File: src/pom_pkg.sv
// ----------------------------------------------------------------------------
// pom_pkg: shared types and constants of the partitioned queue manager
// Command and status codes, request and response words, the queued
// operation word, the layout sweep signals and the depth select table.
// ----------------------------------------------------------------------------
package pom_pkg;

	// Default sizes handed to the top level parameters.
	localparam int POOL_ENTRIES_DEF = 256;
	localparam int NUM_QUEUES_DEF   = 12;
	localparam int WORD_BITS_DEF    = 64;

	// Fixed field widths.
	localparam int QID_W   = 4;
	localparam int DATA_W  = 64;
	localparam int CNT_W   = 9;
	localparam int DEPTH_W = 9;
	localparam int APB_AW  = 4;
	localparam int APB_DW  = 32;
	localparam int NUM_REGS = 4;

	// Depth of the queue between front and back.
	localparam int FIFO_DEPTH = 2;

	// Depth register indexes.
	localparam logic [1:0] REG_APP_RX = 2'd0;
	localparam logic [1:0] REG_APP_TX = 2'd1;
	localparam logic [1:0] REG_AUX_RX = 2'd2;
	localparam logic [1:0] REG_AUX_TX = 2'd3;

	localparam logic [DEPTH_W-1:0] DEPTH_RESET = 9'd16;

	typedef enum logic [1:0] {
		CMD_PUSH  = 2'd0,
		CMD_POP   = 2'd1,
		CMD_COUNT = 2'd2,
		CMD_FLUSH = 2'd3
	} cmd_t;

	typedef enum logic [1:0] {
		ST_OK    = 2'd0,
		ST_EMPTY = 2'd1,
		ST_ERR   = 2'd2
	} status_t;

	typedef enum logic {
		LAY_IDLE,
		LAY_RUN
	} lay_state_t;

	typedef struct packed {
		cmd_t              command;
		logic [QID_W-1:0]  queue_id;
		logic [DATA_W-1:0] payload;
	} req_t;

	typedef struct packed {
		status_t           status;
		logic [DATA_W-1:0] read_data;
		logic [CNT_W-1:0]  entry_count;
	} rsp_t;

	// Classified command as it travels from front to back.
	typedef struct packed {
		cmd_t              command;
		logic [QID_W-1:0]  queue_id;
		logic              err;
		logic [DATA_W-1:0] payload;
	} op_t;

	// Queue being placed by the layout pass this cycle.
	typedef struct packed {
		logic             valid;
		logic [QID_W-1:0] idx;
	} layout_sweep_t;

	// Which depth register sizes the region of each queue number.
	function automatic logic [1:0] depth_sel(input logic [QID_W-1:0] q);
		logic [1:0] r;
		unique case (q)
			4'd0:  r = REG_APP_RX;
			4'd1:  r = REG_APP_TX;
			4'd3, 4'd5, 4'd8, 4'd10, 4'd13, 4'd15: r = REG_AUX_TX;
			default: r = REG_AUX_RX;
		endcase
		return r;
	endfunction

endpackage

File: src/pom_fifo.sv
// ----------------------------------------------------------------------------
// pom_fifo: short operation queue
// Holds classified commands between the front and the back.
// ----------------------------------------------------------------------------
module pom_fifo (
	input  logic          clk,
	input  logic          arst_n,
	input  logic          push,
	input  pom_pkg::op_t  din,
	input  logic          pop,
	output pom_pkg::op_t  dout,
	output logic          empty,
	output logic          full
);

	localparam int PW = (pom_pkg::FIFO_DEPTH > 1) ? $clog2(pom_pkg::FIFO_DEPTH) : 1;
	localparam int CW = $clog2(pom_pkg::FIFO_DEPTH + 1);

	pom_pkg::op_t   mem_q [pom_pkg::FIFO_DEPTH];
	logic [PW-1:0]  wp_q, rp_q;
	logic [CW-1:0]  cnt_q;
	logic           do_push, do_pop;

	assign empty   = (cnt_q == '0);
	assign full    = (cnt_q == CW'(pom_pkg::FIFO_DEPTH));
	assign do_push = push && !full;
	assign do_pop  = pop && !empty;
	assign dout    = mem_q[rp_q];

	// Storage; payload needs no reset.
	always_ff @(posedge clk) begin
		if (do_push) mem_q[wp_q] <= din;
	end

	// Pointers and fill level.
	always_ff @(posedge clk or negedge arst_n) begin
		if (!arst_n) begin
			wp_q  <= '0;
			rp_q  <= '0;
			cnt_q <= '0;
		end else begin
			if (do_push)
				wp_q <= (wp_q == PW'(pom_pkg::FIFO_DEPTH - 1)) ? '0 : wp_q + PW'(1);
			if (do_pop)
				rp_q <= (rp_q == PW'(pom_pkg::FIFO_DEPTH - 1)) ? '0 : rp_q + PW'(1);
			if (do_push && !do_pop) cnt_q <= cnt_q + CW'(1);
			else if (do_pop && !do_push) cnt_q <= cnt_q - CW'(1);
		end
	end

endmodule

File: config.mk
export PLATFORM = sky130hd
export DESIGN_NAME = pom_fifo
export DESIGN_NICKNAME = d
export VERILOG_FILES = /design/src/pom_pkg.sv /design/src/pom_fifo.sv
export SDC_FILE = /design/constraint.sdc
export NUM_CORES = 1
export LEC_CHECK = 0
export ABC_CLOCK_PERIOD_IN_PS = 5200
export BUFFER_PORTS_ARGS = -buffer_cell sky130_fd_sc_hd__buf_2
export CORE_MARGIN = 8
export CORE_UTILIZATION = 45
export CTS_BUF_LIST = sky130_fd_sc_hd__clkbuf_4 sky130_fd_sc_hd__clkbuf_8 sky130_fd_sc_hd__clkbuf_16
export DETAILED_ROUTE_END_ITERATION = 6
export GPL_TIMING_DRIVEN = 0
export PLACE_DENSITY = 0.76
export SETUP_SLACK_MARGIN = 0.4
export SKIP_LAST_GASP = 1
export SYNTH_ARGS = -nofsm -noshare
export SYNTH_HDL_FRONTEND = slang
export SYNTH_SLANG_ARGS = --single-unit
File: constraint.sdc
create_clock -name clk -period 5.2 [get_ports clk]
set_input_delay 0.52 -clock clk [delete_from_list [all_inputs] [get_ports clk]]
set_output_delay 0.52 -clock clk [all_outputs]
set_load 0.05 [all_outputs]
==> results.cfg <==
[clocking]
cts_max_path_buffers = 2
ctsHtreeMaxLevel = 4
cts_root_buf = clkbuf_16
clk_pin_slew_worst_paths_ps = 60
clkLatencyLatePin_ps = 410
cts_tree = done
numCtsBuffers = 17
postCtsResizedCells = 0
hold_buffers = 1
post-cts-setup-buffers = 0
clkSinkCount = 146

[sta]
min_period_over_period_pct = 42.1
clock_skew_ps = 3.85
holdWs_ps = 294
worstMarginPinSlew_ps = 480
fin_ws_ps = 3010
slew_headroom_pct = 68.0
hold_violations = 0
max_freq_ghz = 0.457
rsz0062_at_grt = false
setup_tns_ps = 0
slew_violations = 0
setup_viol = 0
fin_crit_ps = 2190

[logic_synthesis]
synth_compound_area_share_pct = 0.0883
synth_xor_area_share_pct = 0.772
yosysTopAreaCell = edfxtp_1
synthAdderAreaFrac_pct = 0.221
avgSynthCellArea_sq_um = 23.6
synthesis.nets = 316
synth_warnings = 0
netlist_area_sq_um = 5670
synth_area_leaders = edfxtp_1 (75%), mux2_4 (18%), buf_12 (2.5%)
synthMuxAreaShare_pct = 18.7
synth_top_family_by_area = multiplexers
yosysSeqAreaShare_pct = 77.0
syn_inst = 240
ys_seq_elements = 146
synth.distinct_cells = 15
post_synth_and_or_nand_nor_area_fraction_pct = 0.485
synth_top_cell_area_share_pct = 75.2

[power]
pwr-share-clk_pct = 23.9
p_total_mw = 5.13
power_density_nw_per_um2 = 701
p_int_mw = 3.17
sw_frac_of_total_pct = 38.2
p_sw_mw = 1.96
power.leakage_nw = 2.97
ir_worst_vdd_mv = 0.623
power_frac_comb_pct = 43.2
seqPwrFrac_pct = 32.8

[drt]
drt_wl_total_um = 10200
vias = 2719
drt_iter0_markers = 159
dr.max_layer_used = met5
wl_met2_um = 5130
routed-wl-met3_um = 1010
via_per_inst = 4.56
drtPass1Iterations = 4
wire_per_inst_um = 17.1
route.detailed.drc = 0
ant_nets = 0
wirelength_met1_um = 3940

[floorplanning]
io_pins = 148
core_sq_um = 12500
rows = 41
die_w_um = 128
die_area_sq_um = 16400
initial_core_util_pct = 45.5
fp.dieH_um = 128

[global_routing]
grt_first_pass_wirelength_um = 15600
track_usage_pct = 12.9
first_global_vias = 3039
grt_overflow = 0
antenna_found_initial = 1
grt_max_degree = 41

[setup_path]
end_kind = output pin
regToRegEndpoint = mem_q[1][2]
critPathArrivalTime_ps = 1670
path_max_fanout = 10
rrSetupSlack_ps = 3450
worstRegToRegCells = 3
crit_slowest_cell = dfrtp_1
required_ps = 4680
cp_cell_sequence = buf_6 > buf_12 > mux2_4 > buf_2
max_stage_delay_ps = 330
crit_start = rp_q
critPathLaunchType = flip-flop
crit_type = reg -> out
timing.rr.start = cnt_q[0]

[place]
placed_area_sq_um = 6690
dp_hpwl_um = 7170
place.gp.congestion = 0.650
portBuffers = 147
place_ws_ps = 3400

[final_layout]
fin_nets = 486
area_growth_pct = 28.9
finalInstanceArea_sq_um = 7310
drive_gt1_share_pct = 61.0

[worst_hold_path]
min_to = mem_q[1][27]
hp-start = din[27]
hold_path.class = in -> reg
worstHoldPathCells = 1

[run]
cap_violations = 0

[status]
outcome = finished clean
## area by class of cell
type / instances / area, sq um
Tap cell: 172 / 215
Timing Repair Buffer: 151 / 806
Sequential cell: 146 / 4360
Multi-Input combinational cell: 84 / 1160
Buffer: 8 / 151
Antenna cell: 1 / 2.50
Fill cell: 976 / 5160
Inverter: 2 / 7.51
Clock buffer: 18 / 433
Clock inverter: 14 / 169
## power by group through the flow
stage | registers, mW | clock network, mW | logic (mW)
after detailed placement | 1.71 | 0 | 2.25
after CTS | 1.69 | 1.26 | 2.25
after global placement | 1.73 | 0 | 2.19
after global routing | 1.71 | 1.30 | 2.33
final | 1.68 | 1.23 | 2.22
after floorplan | 1.71 | 0 | 1.82
## kinds of logic after synthesis
group | count (synthesis)
simple gates | 6
mux | 71
compound gates | 1
flops | 146
buf+inv | 10
xor+xnor | 5
fa+ha+maj | 1
## layer usage
layer  vias up  track usage, %
met4         2            4.62
met1      1311            13.9
met3        13            7.07
met5         -               0
li1       1293               -
met2       100            20.8
## worst max path at each step
| stage | end | slack (ps) | depth (start not counted) |
|---|---|---|---|
| after detailed placement | mem_q[1][66] | 3400 | 3 |
| after global placement | mem_q[0][61] | -560 | 3 |
| after CTS | dout[54] | 2970 | 4 |
| final | dout[2] | 3010 | 4 |
| after floorplan | mem_q[0][0] | 1090 | 3 |
| after global routing | dout[39] | 2940 | 4 |
## cells in the final DEF, fill, tap and decap left out, types with 2 or more instances in the layout
cell	n
clkinv_2	3
clkinv_1	5
buf_2	147
mux2_4	69
xor2_1	2
inv_1	2
nor2_1	2
edfxtp_1	142
clkbuf_16	17
dfrtp_1	4
buf_12	10
xnor2_1	3
mux2_2	2
clkinvlp_4	2
bufinv_16	4
## sequential cells by signal, indices dropped and copies added (netlist names)
| register | cells |
|---|---|
| cnt_q | 2 |
| mem_q | 142 |
| wp_q | 1 |
| rp_q | 1 |
## cell usage after synthesis
cell type  count
nand2_1        1
edfxtp_1     142
xnor2_1        3
buf_6          1
xor2_1         2
o21ai_1        1
inv_1          2
nor2_1         3
mux2_4        69
nand2b_1       1
ha_1           1
buf_12         7
mux2_2         2
and3_1         1
dfrtp_1        4
## stage by stage
stage	instances	util [%]
global placement	559	53.1
floorplan	240	-
detailed placement	562	53.7
finish	596	58.6
CTS	595	58.6
global route	595	58.6
## critical path, delay by kind of cell (launching register included)
kind,cells,cell delay (ps)
buf+inv,3,610
flops,1,330
mux,1,310
(Power assumes the default switching activity.)
