### src/pom_pkg.sv
// ----------------------------------------------------------------------------
// pom_pkg: shared types and constants of the partitioned queue manager
// Command and status codes, request and response words, the queued
// operation word, the layout sweep signals and the depth select table.
// ----------------------------------------------------------------------------
package pom_pkg;

	// Default sizes handed to the top level parameters.
	localparam int POOL_ENTRIES_DEF = 256;
	localparam int NUM_QUEUES_DEF   = 12;
	localparam int WORD_BITS_DEF    = 64;

	// Fixed field widths.
	localparam int QID_W   = 4;
	localparam int DATA_W  = 64;
	localparam int CNT_W   = 9;
	localparam int DEPTH_W = 9;
	localparam int APB_AW  = 4;
	localparam int APB_DW  = 32;
	localparam int NUM_REGS = 4;

	// Depth of the queue between front and back.
	localparam int FIFO_DEPTH = 2;

	// Depth register indexes.
	localparam logic [1:0] REG_APP_RX = 2'd0;
	localparam logic [1:0] REG_APP_TX = 2'd1;
	localparam logic [1:0] REG_AUX_RX = 2'd2;
	localparam logic [1:0] REG_AUX_TX = 2'd3;

	localparam logic [DEPTH_W-1:0] DEPTH_RESET = 9'd16;

	typedef enum logic [1:0] {
		CMD_PUSH  = 2'd0,
		CMD_POP   = 2'd1,
		CMD_COUNT = 2'd2,
		CMD_FLUSH = 2'd3
	} cmd_t;

	typedef enum logic [1:0] {
		ST_OK    = 2'd0,
		ST_EMPTY = 2'd1,
		ST_ERR   = 2'd2
	} status_t;

	typedef enum logic {
		LAY_IDLE,
		LAY_RUN
	} lay_state_t;

	typedef struct packed {
		cmd_t              command;
		logic [QID_W-1:0]  queue_id;
		logic [DATA_W-1:0] payload;
	} req_t;

	typedef struct packed {
		status_t           status;
		logic [DATA_W-1:0] read_data;
		logic [CNT_W-1:0]  entry_count;
	} rsp_t;

	// Classified command as it travels from front to back.
	typedef struct packed {
		cmd_t              command;
		logic [QID_W-1:0]  queue_id;
		logic              err;
		logic [DATA_W-1:0] payload;
	} op_t;

	// Queue being placed by the layout pass this cycle.
	typedef struct packed {
		logic             valid;
		logic [QID_W-1:0] idx;
	} layout_sweep_t;

	// Which depth register sizes the region of each queue number.
	function automatic logic [1:0] depth_sel(input logic [QID_W-1:0] q);
		logic [1:0] r;
		unique case (q)
			4'd0:  r = REG_APP_RX;
			4'd1:  r = REG_APP_TX;
			4'd3, 4'd5, 4'd8, 4'd10, 4'd13, 4'd15: r = REG_AUX_TX;
			default: r = REG_AUX_RX;
		endcase
		return r;
	endfunction

endpackage

### src/pom_layout.sv
// ----------------------------------------------------------------------------
// pom_layout: depth registers and region layout
// Holds the four depth registers behind the APB port and, after reset or
// any register write, places the queue regions one queue per cycle.
// ----------------------------------------------------------------------------
module pom_layout #(
	parameter int POOL_ENTRIES = pom_pkg::POOL_ENTRIES_DEF,
	parameter int NUM_QUEUES   = pom_pkg::NUM_QUEUES_DEF,
	localparam int PTR_W = $clog2(POOL_ENTRIES),
	localparam int Q_W   = (NUM_QUEUES > 1) ? $clog2(NUM_QUEUES) : 1
) (
	input  logic                           clk,
	input  logic                           arst_n,
	input  logic                           psel,
	input  logic                           penable,
	input  logic                           pwrite,
	input  logic [pom_pkg::APB_AW-1:0]     paddr,
	input  logic [pom_pkg::APB_DW-1:0]     pwdata,
	output logic [pom_pkg::APB_DW-1:0]     prdata,
	output logic                           pready,
	output logic [PTR_W-1:0]               q_start [NUM_QUEUES],
	output logic [PTR_W-1:0]               q_last  [NUM_QUEUES],
	output logic [pom_pkg::CNT_W-1:0]      q_size  [NUM_QUEUES],
	output logic                           q_ok    [NUM_QUEUES],
	output pom_pkg::layout_sweep_t         sweep,
	output logic [PTR_W-1:0]               sweep_start,
	output logic                           lay_busy
);

	localparam int SUM_W = $clog2(POOL_ENTRIES + 512);

	logic [pom_pkg::DEPTH_W-1:0] depth_q [pom_pkg::NUM_REGS];
	pom_pkg::lay_state_t         state_q, state_d;
	logic [Q_W-1:0]              idx_q;
	logic [SUM_W-1:0]            pos_q;
	logic                        stop_q;
	logic                        cfg_wr;
	logic [1:0]                  reg_idx;
	logic [pom_pkg::DEPTH_W-1:0] dep;
	logic [SUM_W-1:0]            dsz;
	logic [SUM_W-1:0]            sum;
	logic                        fit;
	logic                        at_last;

	assign pready  = 1'b1;
	assign cfg_wr  = psel && penable && pwrite;
	assign reg_idx = paddr[3:2];
	assign prdata  = pom_pkg::APB_DW'(depth_q[reg_idx]);

	// Depth registers.
	always_ff @(posedge clk or negedge arst_n) begin
		if (!arst_n) begin
			for (int i = 0; i < pom_pkg::NUM_REGS; i++) depth_q[i] <= pom_pkg::DEPTH_RESET;
		end else if (cfg_wr) begin
			depth_q[reg_idx] <= pwdata[pom_pkg::DEPTH_W-1:0];
		end
	end

	// Region of the queue at the sweep index; a zero depth counts as one.
	always_comb begin
		dep     = depth_q[pom_pkg::depth_sel(pom_pkg::QID_W'(idx_q))];
		dsz     = (dep == '0) ? SUM_W'(1) : SUM_W'(dep);
		sum     = pos_q + dsz;
		fit     = !stop_q && (sum <= SUM_W'(POOL_ENTRIES));
		at_last = (idx_q == Q_W'(NUM_QUEUES - 1));
	end

	assign lay_busy    = (state_q == pom_pkg::LAY_RUN);
	assign sweep.valid = lay_busy;
	assign sweep.idx   = pom_pkg::QID_W'(idx_q);
	assign sweep_start = fit ? pos_q[PTR_W-1:0] : '0;

	// Next state of the layout pass.
	always_comb begin
		state_d = state_q;
		unique case (state_q)
			pom_pkg::LAY_IDLE: if (cfg_wr) state_d = pom_pkg::LAY_RUN;
			pom_pkg::LAY_RUN: begin
				if (cfg_wr) state_d = pom_pkg::LAY_RUN;
				else if (at_last) state_d = pom_pkg::LAY_IDLE;
			end
			default: state_d = pom_pkg::LAY_IDLE;
		endcase
	end

	always_ff @(posedge clk or negedge arst_n) begin
		if (!arst_n) state_q <= pom_pkg::LAY_RUN;
		else state_q <= state_d;
	end

	// Sweep position and the region table.
	always_ff @(posedge clk or negedge arst_n) begin
		if (!arst_n) begin
			idx_q  <= '0;
			pos_q  <= '0;
			stop_q <= 1'b0;
			for (int i = 0; i < NUM_QUEUES; i++) begin
				q_start[i] <= '0;
				q_last[i]  <= '0;
				q_size[i]  <= pom_pkg::CNT_W'(1);
				q_ok[i]    <= 1'b0;
			end
		end else if (cfg_wr) begin
			idx_q  <= '0;
			pos_q  <= '0;
			stop_q <= 1'b0;
		end else if (lay_busy) begin
			q_ok[idx_q] <= fit;
			if (fit) begin
				q_start[idx_q] <= pos_q[PTR_W-1:0];
				q_last[idx_q]  <= PTR_W'(sum - SUM_W'(1));
				q_size[idx_q]  <= pom_pkg::CNT_W'(dsz);
				pos_q          <= sum;
			end else begin
				q_start[idx_q] <= '0;
				q_last[idx_q]  <= '0;
				q_size[idx_q]  <= pom_pkg::CNT_W'(1);
				stop_q         <= 1'b1;
			end
			idx_q <= at_last ? '0 : idx_q + Q_W'(1);
		end
	end

endmodule

### config.mk
export PLATFORM = sky130hd
export DESIGN_NAME = pom_layout
export DESIGN_NICKNAME = d
export VERILOG_FILES = /design/src/pom_pkg.sv /design/src/pom_layout.sv
export SDC_FILE = /design/constraint.sdc
export NUM_CORES = 1
export LEC_CHECK = 0
export ABC_AREA = 1
export BUFFER_PORTS_ARGS = -buffer_cell sky130_fd_sc_hd__clkbuf_2
export CORE_MARGIN = 10
export CORE_UTILIZATION = 53
export DETAILED_ROUTE_END_ITERATION = 10
export GPL_TIMING_DRIVEN = 0
export PLACE_DENSITY = 0.8
export SETUP_SLACK_MARGIN = 0.4
export SYNTH_ARGS = -nofsm -noshare
export SYNTH_HDL_FRONTEND = slang
export SYNTH_SLANG_ARGS = --single-unit
### constraint.sdc
create_clock -name clk -period 6 [get_ports clk]
set_input_delay 0.3 -clock clk [delete_from_list [all_inputs] [get_ports clk]]
set_output_delay 0.3 -clock clk [all_outputs]
set_load 0.02 [all_outputs]
==> reports/qor.yml, run 1 <==
synth-compound-area-share_pct: 11.8
final_area_um2: 19100
skew_ns: 0.0263
grt_pass1_vias: 13500
dieWidth_um: 189
status: "complete, no violations"
cp-end-kind: "output pin"
peakVddDrop_uv: 316
cp-start-kind: "register"
worst_pin_slew_ns: 1.03
clk_path_buf_depth: 3
gp_congestion: 0.932
cp_slowest_cell: "clkbuf_1"
post_drt_wl_per_cell_um: 21.4
required_ns: 5.70
drv_cap: 0
grt_pass1_wl_um: 80900
synth_edf_count: 0
synth_top_family_by_area: "simple AND/OR/NAND/NOR gates"
dr.pass1.iters: 5
diodes: 0
final_cells: 2500
netlist_area_um2: 15200
seq_area_frac_synth_pct: 60.3
grt_setup_unrepaired: "no"
clk_latency_ns: 0.53
yosysWarnings: 0
drc: 0
leakage_uw: 0.0102
synthSimpleGateAreaFrac_pct: 19.6
dpl.cell_count: 2421
postPlaceCellArea_um2: 17500
antenna_found_initial: 1
io_buffers: 349
finish.utilization_pct: 68.2
rows: 61
async_reset_ff_share_pct: 100
cts_tree: "built"
grt_usage_pct: 29.2
grt_start_max_net_pins: 122
dpl.hpwl_um: 38100
synth_cells: 1669
crit_path_max_fanout: 10
clk_pin_slew_ns: 0.06
hold_path_class: "in2reg"
slew_headroom_pct: 31.0
worstSetupStartpoint: "idx_q[0]$_DFFE_PN0P_"
initial_utilization_pct: 54.1
cts_buffers: 38
worstReg2RegStart: "idx_q[0]$_DFFE_PN0P_"
fill_cells: 2244
nNetsFinal: 2151
wl_um: 53500
setup_viol: 0
die_y_um: 189
arrival_ns: 5.06
syn_area_per_cell_um2: 9.08
crit_type: "reg2out"
period_needed_ns: 5.36
io_pins: 400
fin_setup_tns_ns: 0
area_delta_synth_final_pct: 26.1
worstHoldStart: "pwdata[3]"
ant_nets: 0
path_buf_inv: 7
hold_viol: 0
cpPeakStageDelay_ns: 0.57
cts_root_buf: "clkbuf_16"
vias: 13700
period_share_pct: 89.3
cpMostUsedCell: "nand2_4"
final_max_slew_viol_count: 0
core_um2: 28000
drt_iter0_drc: 1427
synth_cell_types: 42
synth_mux_area_share_pct: 0.595
drive_above_1_share_pct: 26.8
synth_xor_area_share_pct: 0.396
grt-ovfl-total: 0
crit_family: "buffers and inverters"
synth_ff_type: "dfrtp_1"
fmax_mhz: 187
power_density_nw_per_um2: 634
die_area_um2: 35700
ctsHtreeMaxLevel: 2
cts.sinks: 364
synth_fa_ha_area_share_pct: 1.21
routed_via_density: 5.50
yosys_register_bits: 364
## tightest hold or removal path: cells and delay by family
family	cells	cell delay, ns
compound gates	1	0.06
buf+inv	1	0.11
simple gates	1	0.05
## cell usage in the layout, fill, tap and decap left out, types with 5 or more instances in the layout
cell type	n
a21oi_1	12
a22oi_1	9
buf_1	5
buf_4	43
buf_6	5
clkbuf_1	65
clkbuf_16	39
clkbuf_2	345
clkbuf_8	10
clkinv_2	7
conb_1	24
dfrtp_1	346
dfstp_2	17
ha_1	13
inv_1	104
mux2_2	8
nand2_1	601
nand2_2	14
nand3_1	37
nand3_2	6
nor2_1	48
nor2_4	9
o21ai_0	241
o21ai_1	16
o21ai_2	21
o221ai_1	9
or2_2	9
xor2_1	5
## through the flow
| step | setup WS, ns | hold WS (ns) | total power, uW |
|---|---|---|---|
| after floorplan | 1.25 | 0.00441 | 7030 |
| after global placement | -3.08 | 0.462 | 9240 |
| after detailed placement | -0.542 | 0.343 | 9360 |
| after CTS | 0.401 | 0.0316 | 12000 |
| after global routing | 0.417 | 0.0544 | 12800 |
| final | 0.640 | 0.0410 | 12100 |
## flip-flops by register name (all words and copies together), names as in the netlist
signal    cells
stop_q        1
q_start      96
pos_q        10
q_last       96
q_size      108
depth_q      36
idx_q         4
lay_busy      1
q_ok         12
## worst paths after layout
check                                          to  slack, ns  cells past startpoint
max in group asynchronous    pos_q[7]$_DFFE_PN0P_       4.24                      4
max                                sweep_start[5]       0.64                     26
min reg2reg                q_last[72]$_DFFE_PN0P_       0.48                      2
min                        depth_q[3]$_DFFE_PN0P_       0.04                      3
min in group asynchronous  q_start[4]$_DFFE_PN0P_       0.32                      2
max reg2reg                q_size[28]$_DFFE_PN0P_       0.70                     26
## logic make-up after synthesis
kind of cell | Yosys count
simple gates | 739
mux | 8
compound gates | 322
xor+xnor | 6
buf+inv | 214
fa+ha+maj | 14
other cells | 2
flops | 364
## cells in the mapped netlist (4+ instances only)
library cell	n	share of area, %
a21oi_1	13	0.43
a22oi_1	9	0.45
buf_1	5	0.12
buf_4	27	1.3
clkbuf_1	62	1.5
clkinv_1	5	0.12
dfrtp_1	347	57
dfstp_2	17	2.9
ha_1	13	1.1
inv_1	105	2.6
mux2_2	8	0.59
nand2_1	604	15
nand2_2	13	0.54
nand3_1	37	1.2
nand3_2	6	0.40
nor2_1	52	1.3
nor2_2	7	0.29
nor3_1	4	0.13
o211ai_1	4	0.20
o21ai_0	243	8.0
o21ai_1	15	0.50
o21ai_2	20	1.2
o221ai_1	9	0.52
or2_2	9	0.37
xor2_1	5	0.29
## power by group
group          switching, uW  total (uW)  internal (uW)
registers                504        3740           3240
logic                   4390        5970           1580
clock network            973        2410           1440
total                   5870       12100           6250
## routing by layer
metal	track usage [%]	wire length, um
met5	0	0
met4	13.5	2560
met3	7.96	5860
met2	46.9	25200
met1	36.1	19900
## final cells by class
cell class	instances	area, um2	area share (%)
Tap cell	378	473	2.47
Timing Repair Buffer	365	1950	10.2
Clock inverter	13	161	0.845
Clock buffer	53	1120	5.85
Buffer	101	526	2.75
Multi-Input combinational cell	1113	5330	27.9
Inverter	113	427	2.23
Sequential cell	364	9130	47.8
## repair_timing
action                                  in CTS  in global routing
setup buffers                                7                  5
resized for setup                           27                 26
endpoints found under the hold margin       65                  0
endpoints found under the setup margin     331                 59
hold buffers                                 1                  0
pin swaps                                    9                  7
Power figures use the tool's default switching activity.
==> inputs of run 2 (changes only) <==
--- a/config.mk
+++ b/config.mk
@@ -8,10 +8,10 @@
 export ABC_AREA = 1
 export BUFFER_PORTS_ARGS = -buffer_cell sky130_fd_sc_hd__clkbuf_2
 export CORE_MARGIN = 10
-export CORE_UTILIZATION = 53
+export CORE_UTILIZATION = 48
 export DETAILED_ROUTE_END_ITERATION = 10
 export GPL_TIMING_DRIVEN = 0
-export PLACE_DENSITY = 0.8
+export PLACE_DENSITY = 0.77
 export SETUP_SLACK_MARGIN = 0.4
 export SYNTH_ARGS = -nofsm -noshare
 export SYNTH_HDL_FRONTEND = slang
==> constraint.sdc (replaced) <==
create_clock -name clk -period 4.5 [get_ports clk]
set_input_delay 0.225 -clock clk [delete_from_list [all_inputs] [get_ports clk]]
set_output_delay 0.225 -clock clk [all_outputs]
set_load 0.02 [all_outputs]
==> run 2 against run 1 <==
The run now ends with negative setup slack left. Die area is 9.3% higher. First-iteration DRC count is 6.0% lower. Global-route usage is 0.52 points lower.
==> reports/qor.yml, run 2 (synthesis gave the netlist of run 1 again) <==
core_um2: 30800  # was 28000 um2
slew_headroom_pct: 38.6  # was 31.0%
status: "finished, violations left"  # was complete, no violations
fill_cells: 2192  # was 2244
gp_congestion: 0.931  # was 0.932
arrival_ns: 4.60  # was 5.06 ns
cts_tree: "built"  # unchanged
setup_viol: 172  # was 0
period_needed_ns: 4.82
top_register: "q_size"  # unchanged
clk_latency_ns: 0.53  # about the same
cpPeakStageDelay_ns: 0.46  # was 0.57 ns
crit_path_max_fanout: 7  # was 10
peakVddDrop_uv: 605  # was 316 uV
clk_pin_slew_ns: 0.06  # about the same
area_delta_synth_final_pct: 44.6  # was 26.1%
clk_path_buf_depth: 3  # unchanged
final_common_cell: "nand2_1"  # unchanged
initial_utilization_pct: 49.1  # was 54.1%
worst_pin_slew_ns: 0.918  # was 1.03 ns
multi_input_area_um2: 6780  # was 5330 um2
hold_viol: 0  # unchanged
dr.pass1.iters: 7  # was 5
hold_path_class: "in2reg"  # unchanged
cp-start-kind: "register"  # unchanged
grt-ovfl-total: 0  # unchanged
cts.sinks: 364  # unchanged
rows: 64  # was 61
largestRegisters: "q_size: 108 flops, q_last: 96 flops, q_start: 96 flops"  # unchanged
grt_setup_unrepaired: "yes"  # was no
drive_above_1_share_pct: 41.2  # was 26.8%
io_buffers: 349  # unchanged
io_pins: 400  # unchanged
most-common-layout-cells: "nand2_1, dfrtp_1, clkbuf_2, o21ai_2, inv_1"  # was nand2_1, dfrtp_1, clkbuf_2, o21ai_0, inv_1
cp-end-kind: "output pin"  # unchanged
drc: 0  # unchanged
cp_slowest_cell: "fa_2"  # was clkbuf_1
grt_usage_pct: 28.7  # was 29.2%
antenna_found_initial: 0  # was 1
violations: "negative setup slack"
die_y_um: 198  # was 189 um
dieWidth_um: 198  # was 189 um
drv_cap: 0  # unchanged
die_area_um2: 39100  # was 35700 um2
leakage_uw: 0.0113  # was 0.0102 uW
skew_ns: 0.0198  # was 0.0263 ns
power_uw: 20300  # was 12100 uW
crit_type: "reg2out"  # unchanged
path_buf_inv: 8  # was 7
ant_nets: 0  # unchanged
crit_family: "simple AND/OR/NAND/NOR gates"  # was buffers and inverters
drt_iter0_drc: 1341  # was 1427
cts_root_buf: "clkbuf_16"  # unchanged
whs_ns: 0.205  # was 0.0410 ns
final_max_slew_viol_count: 0  # unchanged
fmax_mhz: 207
diodes: 0  # unchanged
largest_register_ffs: 108  # unchanged
vias: 14800  # was 13.7k
wl_um: 61800  # was 53500 um
grt_pass1_wl_um: 85900  # was 80900 um
nNetsFinal: 2249  # was 2151
required_ns: 4.28  # was 5.70 ns
grt_pass1_vias: 14000  # was 13.5k
power_density_nw_per_um2: 926  # was 634 nW/um2
dpl.hpwl_um: 39100  # was 38100 um
post_drt_wl_per_cell_um: 23.7  # was 21.4 um
routed_via_density: 5.67  # was 5.50
ctsHtreeMaxLevel: 2  # unchanged
setup_ws_ns: -0.323  # was 0.640 ns
period_share_pct: 107
register_area_um2: 9130  # about the same
cts_buffers: 38  # unchanged
grt_start_max_net_pins: 118  # was 122
[run 2: layer usage]
| metal | routed length [um] | part of all wire [%] | vias to the layer above | track usage (%) |
|---|---|---|---|---|
| met5 | 0 | 0 | - | 0 |
| met4 | 3160 | 5.1 | 0 | 10.6 |
| met3 | 6210 | 10 | 211 | 6.87 |
| met2 | 29700 | 48 | 895 | 47.4 |
| met1 | 22800 | 37 | 7318 | 35.9 |
| li1 | - | - | 6400 | - |
[run 2: report_power, final]
part	internal, uW	switching [uW]
registers	4320	729
clock network	1750	1310
logic	3940	8240
total	10000	10300
[run 2: metrics by stage]
stage | setup WS (ns) | setup TNS, ns | cell area (um2) | util, % | instances
3_3_place_gp | -5.27 | -1850.50 | 17600 | 57.1 | 2436
5_1_grt | -0.474 | -43.76 | 21900 | 71.1 | 2614
4_1_cts | -0.331 | -23.76 | 20100 | 65.1 | 2563
3_5_place_dp | -1.21 | -282.25 | 17700 | 57.4 | 2439
2_1_floorplan | 0.400 | 0 | 15400 | - | 1691
6_report | -0.323 | -12.54 | 21900 | 71.1 | 2614
[run 2: worst register-to-register path, delay by kind of cell (launching register included)]
family	cells	cell delay, ns
compound gates	3	0.57
fa+ha+maj	4	0.89
buf+inv	11	1.31
flops	1	0.42
simple gates	13	1.40
[run 2: worst paths after layout]
check,end,depth (start not counted),slack (ns),startpoint
min in group asynchronous,q_start[4]$_DFFE_PN0P_,2,0.24,arst_n
max in group asynchronous,q_size[42]$_DFFE_PN0P_,4,2.85,arst_n
setup / recovery,sweep_start[3],28,-0.32,idx_q[1]$_DFFE_PN0P_
setup reg to reg,q_size[93]$_DFFE_PN0P_,31,-0.16,idx_q[1]$_DFFE_PN0P_
hold / removal,depth_q[26]$_DFFE_PN0P_,5,0.20,paddr[2]
hold reg to reg,q_start[15]$_DFFE_PN0P_,2,0.48,q_start[15]$_DFFE_PN0P_
[run 2: area by class of cell]
class,instances,area share [%]
multi-input combinational,1117,30.9
clock inverter,10,0.246
sequential,364,41.7
inverter,113,2.03
tap,396,2.26
buffer,101,3.41
timing repair buffer,459,14.3
clock buffer,54,5.17
[run 2: what timing repair did]
action | in CTS | in global routing
gates resized for setup | 168 | 503
endpoints found under the hold margin | 85 | 0
endpoints found under the setup margin | 331 | 331
pin swaps | 35 | 33
setup buffers | 44 | 35
hold buffers | 10 | 0
gates cloned | 6 | 16
==> inputs of run 3 (changes only) <==
--- a/config.mk
+++ b/config.mk
@@ -5,13 +5,13 @@
 export SDC_FILE = /design/constraint.sdc
 export NUM_CORES = 1
 export LEC_CHECK = 0
-export ABC_AREA = 1
 export BUFFER_PORTS_ARGS = -buffer_cell sky130_fd_sc_hd__clkbuf_2
 export CORE_MARGIN = 10
-export CORE_UTILIZATION = 48
+export CORE_UTILIZATION = 49
+export CTS_BUF_LIST = sky130_fd_sc_hd__clkbuf_8
 export DETAILED_ROUTE_END_ITERATION = 10
 export GPL_TIMING_DRIVEN = 0
-export PLACE_DENSITY = 0.77
+export PLACE_DENSITY = 0.78
 export SETUP_SLACK_MARGIN = 0.4
 export SYNTH_ARGS = -nofsm -noshare
 export SYNTH_HDL_FRONTEND = slang
==> run 3 against run 2 <==
The run still ends with negative setup slack left. Synthesized area decreased by 0.67%. Worst setup slack got worse by 0.50 ns. Power decreased by 7.3%. Critical endpoint is now sweep_start[7]. Largest power group unchanged. Highest routed layer unchanged.
==> reports/qor.yml, run 3 <==
worstReg2RegStart: "idx_q[0]$_DFFE_PN0P_"  # was idx_q[1]$_DFFE_PN0P_
vias: 12000  # was 14.8k
arrival_ns: 5.09  # was 4.60 ns
hold_path_class: "in2reg"  # unchanged
gp_congestion: 0.895  # was 0.931
synth_ff_type: "dfrtp_1"  # unchanged
reg2reg_to: "q_last[77]$_DFFE_PN0P_"  # was q_size[93]$_DFFE_PN0P_
grt_pass1_wl_um: 78700  # was 85900 um
setup_ws_ns: -0.819  # was -0.323 ns
crit_path_max_fanout: 8  # was 7
io_buffers: 350  # was 349
fmax_mhz: 188  # was 207 MHz
required_ns: 4.28  # about the same
worstSetupStartpoint: "idx_q[0]$_DFFE_PN0P_"  # was idx_q[1]$_DFFE_PN0P_
drt_iter0_drc: 877  # was 1341
crit_type: "reg2out"  # unchanged
drive_above_1_share_pct: 53.6  # was 41.2%
die_y_um: 195  # was 198 um
io_pins: 400  # unchanged
ff2ff_setup_slack_ns: -0.55  # was -0.16 ns
synth_top_family_by_area: "multiplexers"  # was simple AND/OR/NAND/NOR gates
synth_top_area_share_pct: 57.7  # was 57.3%
setup_viol: 328  # was 172
period_needed_ns: 5.32  # was 4.82 ns
clk_pin_slew_ns: 0.06  # about the same
cts_tree: "built"  # unchanged
final_max_slew_viol_count: 0  # unchanged
core_um2: 30400  # was 30800 um2
cpMostUsedCell: "buf_12"
crit_cells: 22  # was 28
ctsHtreeMaxLevel: 2  # unchanged
cts.sinks: 364  # unchanged
synth-compound-area-share_pct: 7.26  # was 11.8%
fin_setup_tns_ns: -94.21  # was -12.54 ns
crit_end: "sweep_start[7]"  # was sweep_start[3]
cp_slowest_cell: "xnor2_1"  # was fa_2
dieWidth_um: 195  # was 198 um
crit_family: "buffers and inverters"  # was simple AND/OR/NAND/NOR gates
routed_via_density: 5.58  # was 5.67
post-place-ws_ns: -1.20  # was -1.21 ns
status: "finished, violations left"  # unchanged
largest_register_ffs: 108  # unchanged
yosysTopAreaCell: "dfrtp_1"  # unchanged
dpl.hpwl_um: 35500  # was 39100 um
cts_root_buf: "clkbuf_8"  # was clkbuf_16
most-common-layout-cells: "dfrtp_1, clkbuf_2, mux2_2, nand2_1, buf_4"  # was nand2_1, dfrtp_1, clkbuf_2, o21ai_2, inv_1
grt_usage_pct: 26.6  # was 28.7%
area_delta_synth_final_pct: 37.6  # was 44.6%
worst_pin_slew_ns: 0.981  # was 0.918 ns
largestRegisters: "q_size: 108 flops, q_last: 96 flops, q_start: 96 flops"  # unchanged
initial_utilization_pct: 49.5  # was 49.1%
top_register: "q_size"  # unchanged
synthTopCellsByCount: "dfrtp_1, mux2_2, nand2_1"  # was nand2_1, dfrtp_1, o21ai_0
clk_path_buf_depth: 3  # unchanged
grt_pass1_vias: 12500  # was 14.0k
power_uw: 18800  # was 20300 uW
grt_start_max_net_pins: 103  # was 118
synth_mux_area_share_pct: 18.5  # was 0.595%
syn_area_per_cell_um2: 12.7  # was 9.08 um2
drc: 0  # unchanged
synthSimpleGateAreaFrac_pct: 6.93  # was 19.6%
leakage_uw: 0.0107  # was 0.0113 uW
grt-ovfl-total: 0  # unchanged
synth_xor_area_share_pct: 0.815  # was 0.396%
cpPeakStageDelay_ns: 0.47  # was 0.46 ns
cts_buffers: 58  # was 38
slew_headroom_pct: 34.6  # was 38.6%
peakVddDrop_uv: 658  # was 605 uV
wl_um: 52700  # was 61800 um
clk_latency_ns: 0.62  # was 0.53 ns
nNetsFinal: 1766  # was 2249
synth_cell_types: 52  # was 42
skew_ns: 0.0390  # was 0.0198 ns
yosys_register_bits: 364  # unchanged
synth_fa_ha_area_share_pct: 1.36  # was 1.21%
hold_viol: 0  # unchanged
drv_cap: 0  # unchanged
post_drt_wl_per_cell_um: 24.4  # was 23.7 um
timing.critical_path.cells: "ha_4 -> mux2i_4 -> mux2i_4 -> buf_12 -> buf_12 -> mux4_2 -> nor4_4 -> a21o_4 -> ha_4 -> fa_2 -> buf_4 -> buf_4 -> xnor2_1 -> and3_4 -> nand3_4 -> o31ai_4 -> buf_6 -> buf_12 -> nand3_4 -> buf_12 -> clkinv_4 -> buf_8"
whs_ns: 0.118  # was 0.205 ns
die_area_um2: 38100  # was 39100 um2
cp-start-kind: "register"  # unchanged
dr.pass1.iters: 6  # was 7
final_common_cell: "dfrtp_1"  # was nand2_1
cp-end-kind: "output pin"  # unchanged
period_share_pct: 118  # was 107%
path_buf_inv: 9  # was 8
async_reset_ff_share_pct: 100  # unchanged
ant_nets: 0  # unchanged
netlist_area_um2: 15000  # was 15200 um2
synth_edf_count: 0  # unchanged
violations: "negative setup slack"  # unchanged
antenna_found_initial: 0  # unchanged
r2r_cells: 23  # was 31
grt_setup_unrepaired: "yes"  # unchanged
yosysWarnings: 0  # unchanged
diodes: 0  # unchanged
synthTopCellsByArea: "dfrtp_1, mux2_2, nand2_1, o21ai_0, dfstp_2"  # was dfrtp_1, nand2_1, o21ai_0, dfstp_2, inv_1
synth_cells: 1182  # was 1669
rows: 64  # unchanged
seq_area_frac_synth_pct: 60.7  # was 60.3%
power_density_nw_per_um2: 908  # was 926 nW/um2
synthMostInstantiatedCell: "dfrtp_1"  # was nand2_1
run 3: worst min-delay path by stage:
| stage | start | endpoint | slack, ns | cells after the start |
|---|---|---|---|---|
| final | paddr[2] | depth_q[34]$_DFFE_PN0P_ | 0.12 | 3 |
| after global routing | paddr[2] | depth_q[32]$_DFFE_PN0P_ | 0.10 | 3 |
| after CTS | penable | lay_busy$_DFF_PN1_ | 0.07 | 3 |
| after detailed placement | arst_n | q_start[69]$_DFFE_PN0P_ | 0.29 | 1 |
| after global placement | q_start[86]$_DFFE_PN0P_ | q_start[86]$_DFFE_PN0P_ | 0.46 | 2 |
| after floorplan | arst_n | depth_q[0]$_DFFE_PN0P_ | -0.07 | 0 |
run 3: metrics by stage:
stage | cell area (um2) | util, % | std cells
6_report | 20700 | 68.1 | 2155
3_5_place_dp | 17700 | 58.2 | 1953
4_1_cts | 20300 | 66.8 | 2133
2_1_floorplan | 15400 | - | 1204
5_1_grt | 20700 | 68.1 | 2155
3_3_place_gp | 17600 | 57.9 | 1950
run 3: timing repair:
| item | 4_1_cts | 5_1_grt |
|---|---|---|
| gates resized for setup | 216 | 63 |
| setup buffers | 53 | 20 |
| endpoints found under the setup margin | 331 | 331 |
| pin swaps | 33 | 18 |
| hold endpoints to repair | 115 | 0 |
| cloned | 9 | 1 |
| hold buffers | 10 | 0 |
run 3: power by group:
group	switching (uW)	internal (uW)
combinational	6480	4310
clock	1340	1560
sequential	709	4390
run 3: cell type report:
type | count | area [um2]
fill | 2167 | 9720
sequential | 364 | 9130
multi-input combinational | 706 | 5940
timing repair buffer | 447 | 2950
clock buffer | 72 | 991
buffer | 113 | 851
tap | 396 | 495
clock inverter | 36 | 216
inverter | 21 | 134
run 3: cells by family after synthesis:
group,count (synthesis)
fa+ha+maj,16
other cells,2
flops,364
xor+xnor,14
compound gates,188
buf+inv,134
mux,228
simple gates,236
run 3: worst register-to-register path, stage by stage (launching register included):
cell	delay (ns)
dfrtp_2	0.45
ha_4	0.18
mux2i_4	0.16
mux2i_4	0.10
buf_12	0.16
buf_12	0.13
mux4_2	0.41
nor4_4	0.05
a21o_4	0.23
ha_4	0.17
fa_2	0.35
a21oi_2	0.15
o21bai_2	0.10
maj3_2	0.34
a211o_1	0.28
and2_4	0.14
buf_6	0.11
buf_4	0.12
buf_4	0.14
o31a_2	0.43
buf_4	0.19
nor3_4	0.24
buf_6	0.19
mux2_2	0.17
run 3: routing by layer:
metal	GRT usage, %	vias up	share of wire (%)
met1	31.9	6128	37
li1	-	5143	-
met4	11.3	0	4.2
met2	45.4	632	50
met3	6.01	127	8.3
met5	0	-	0
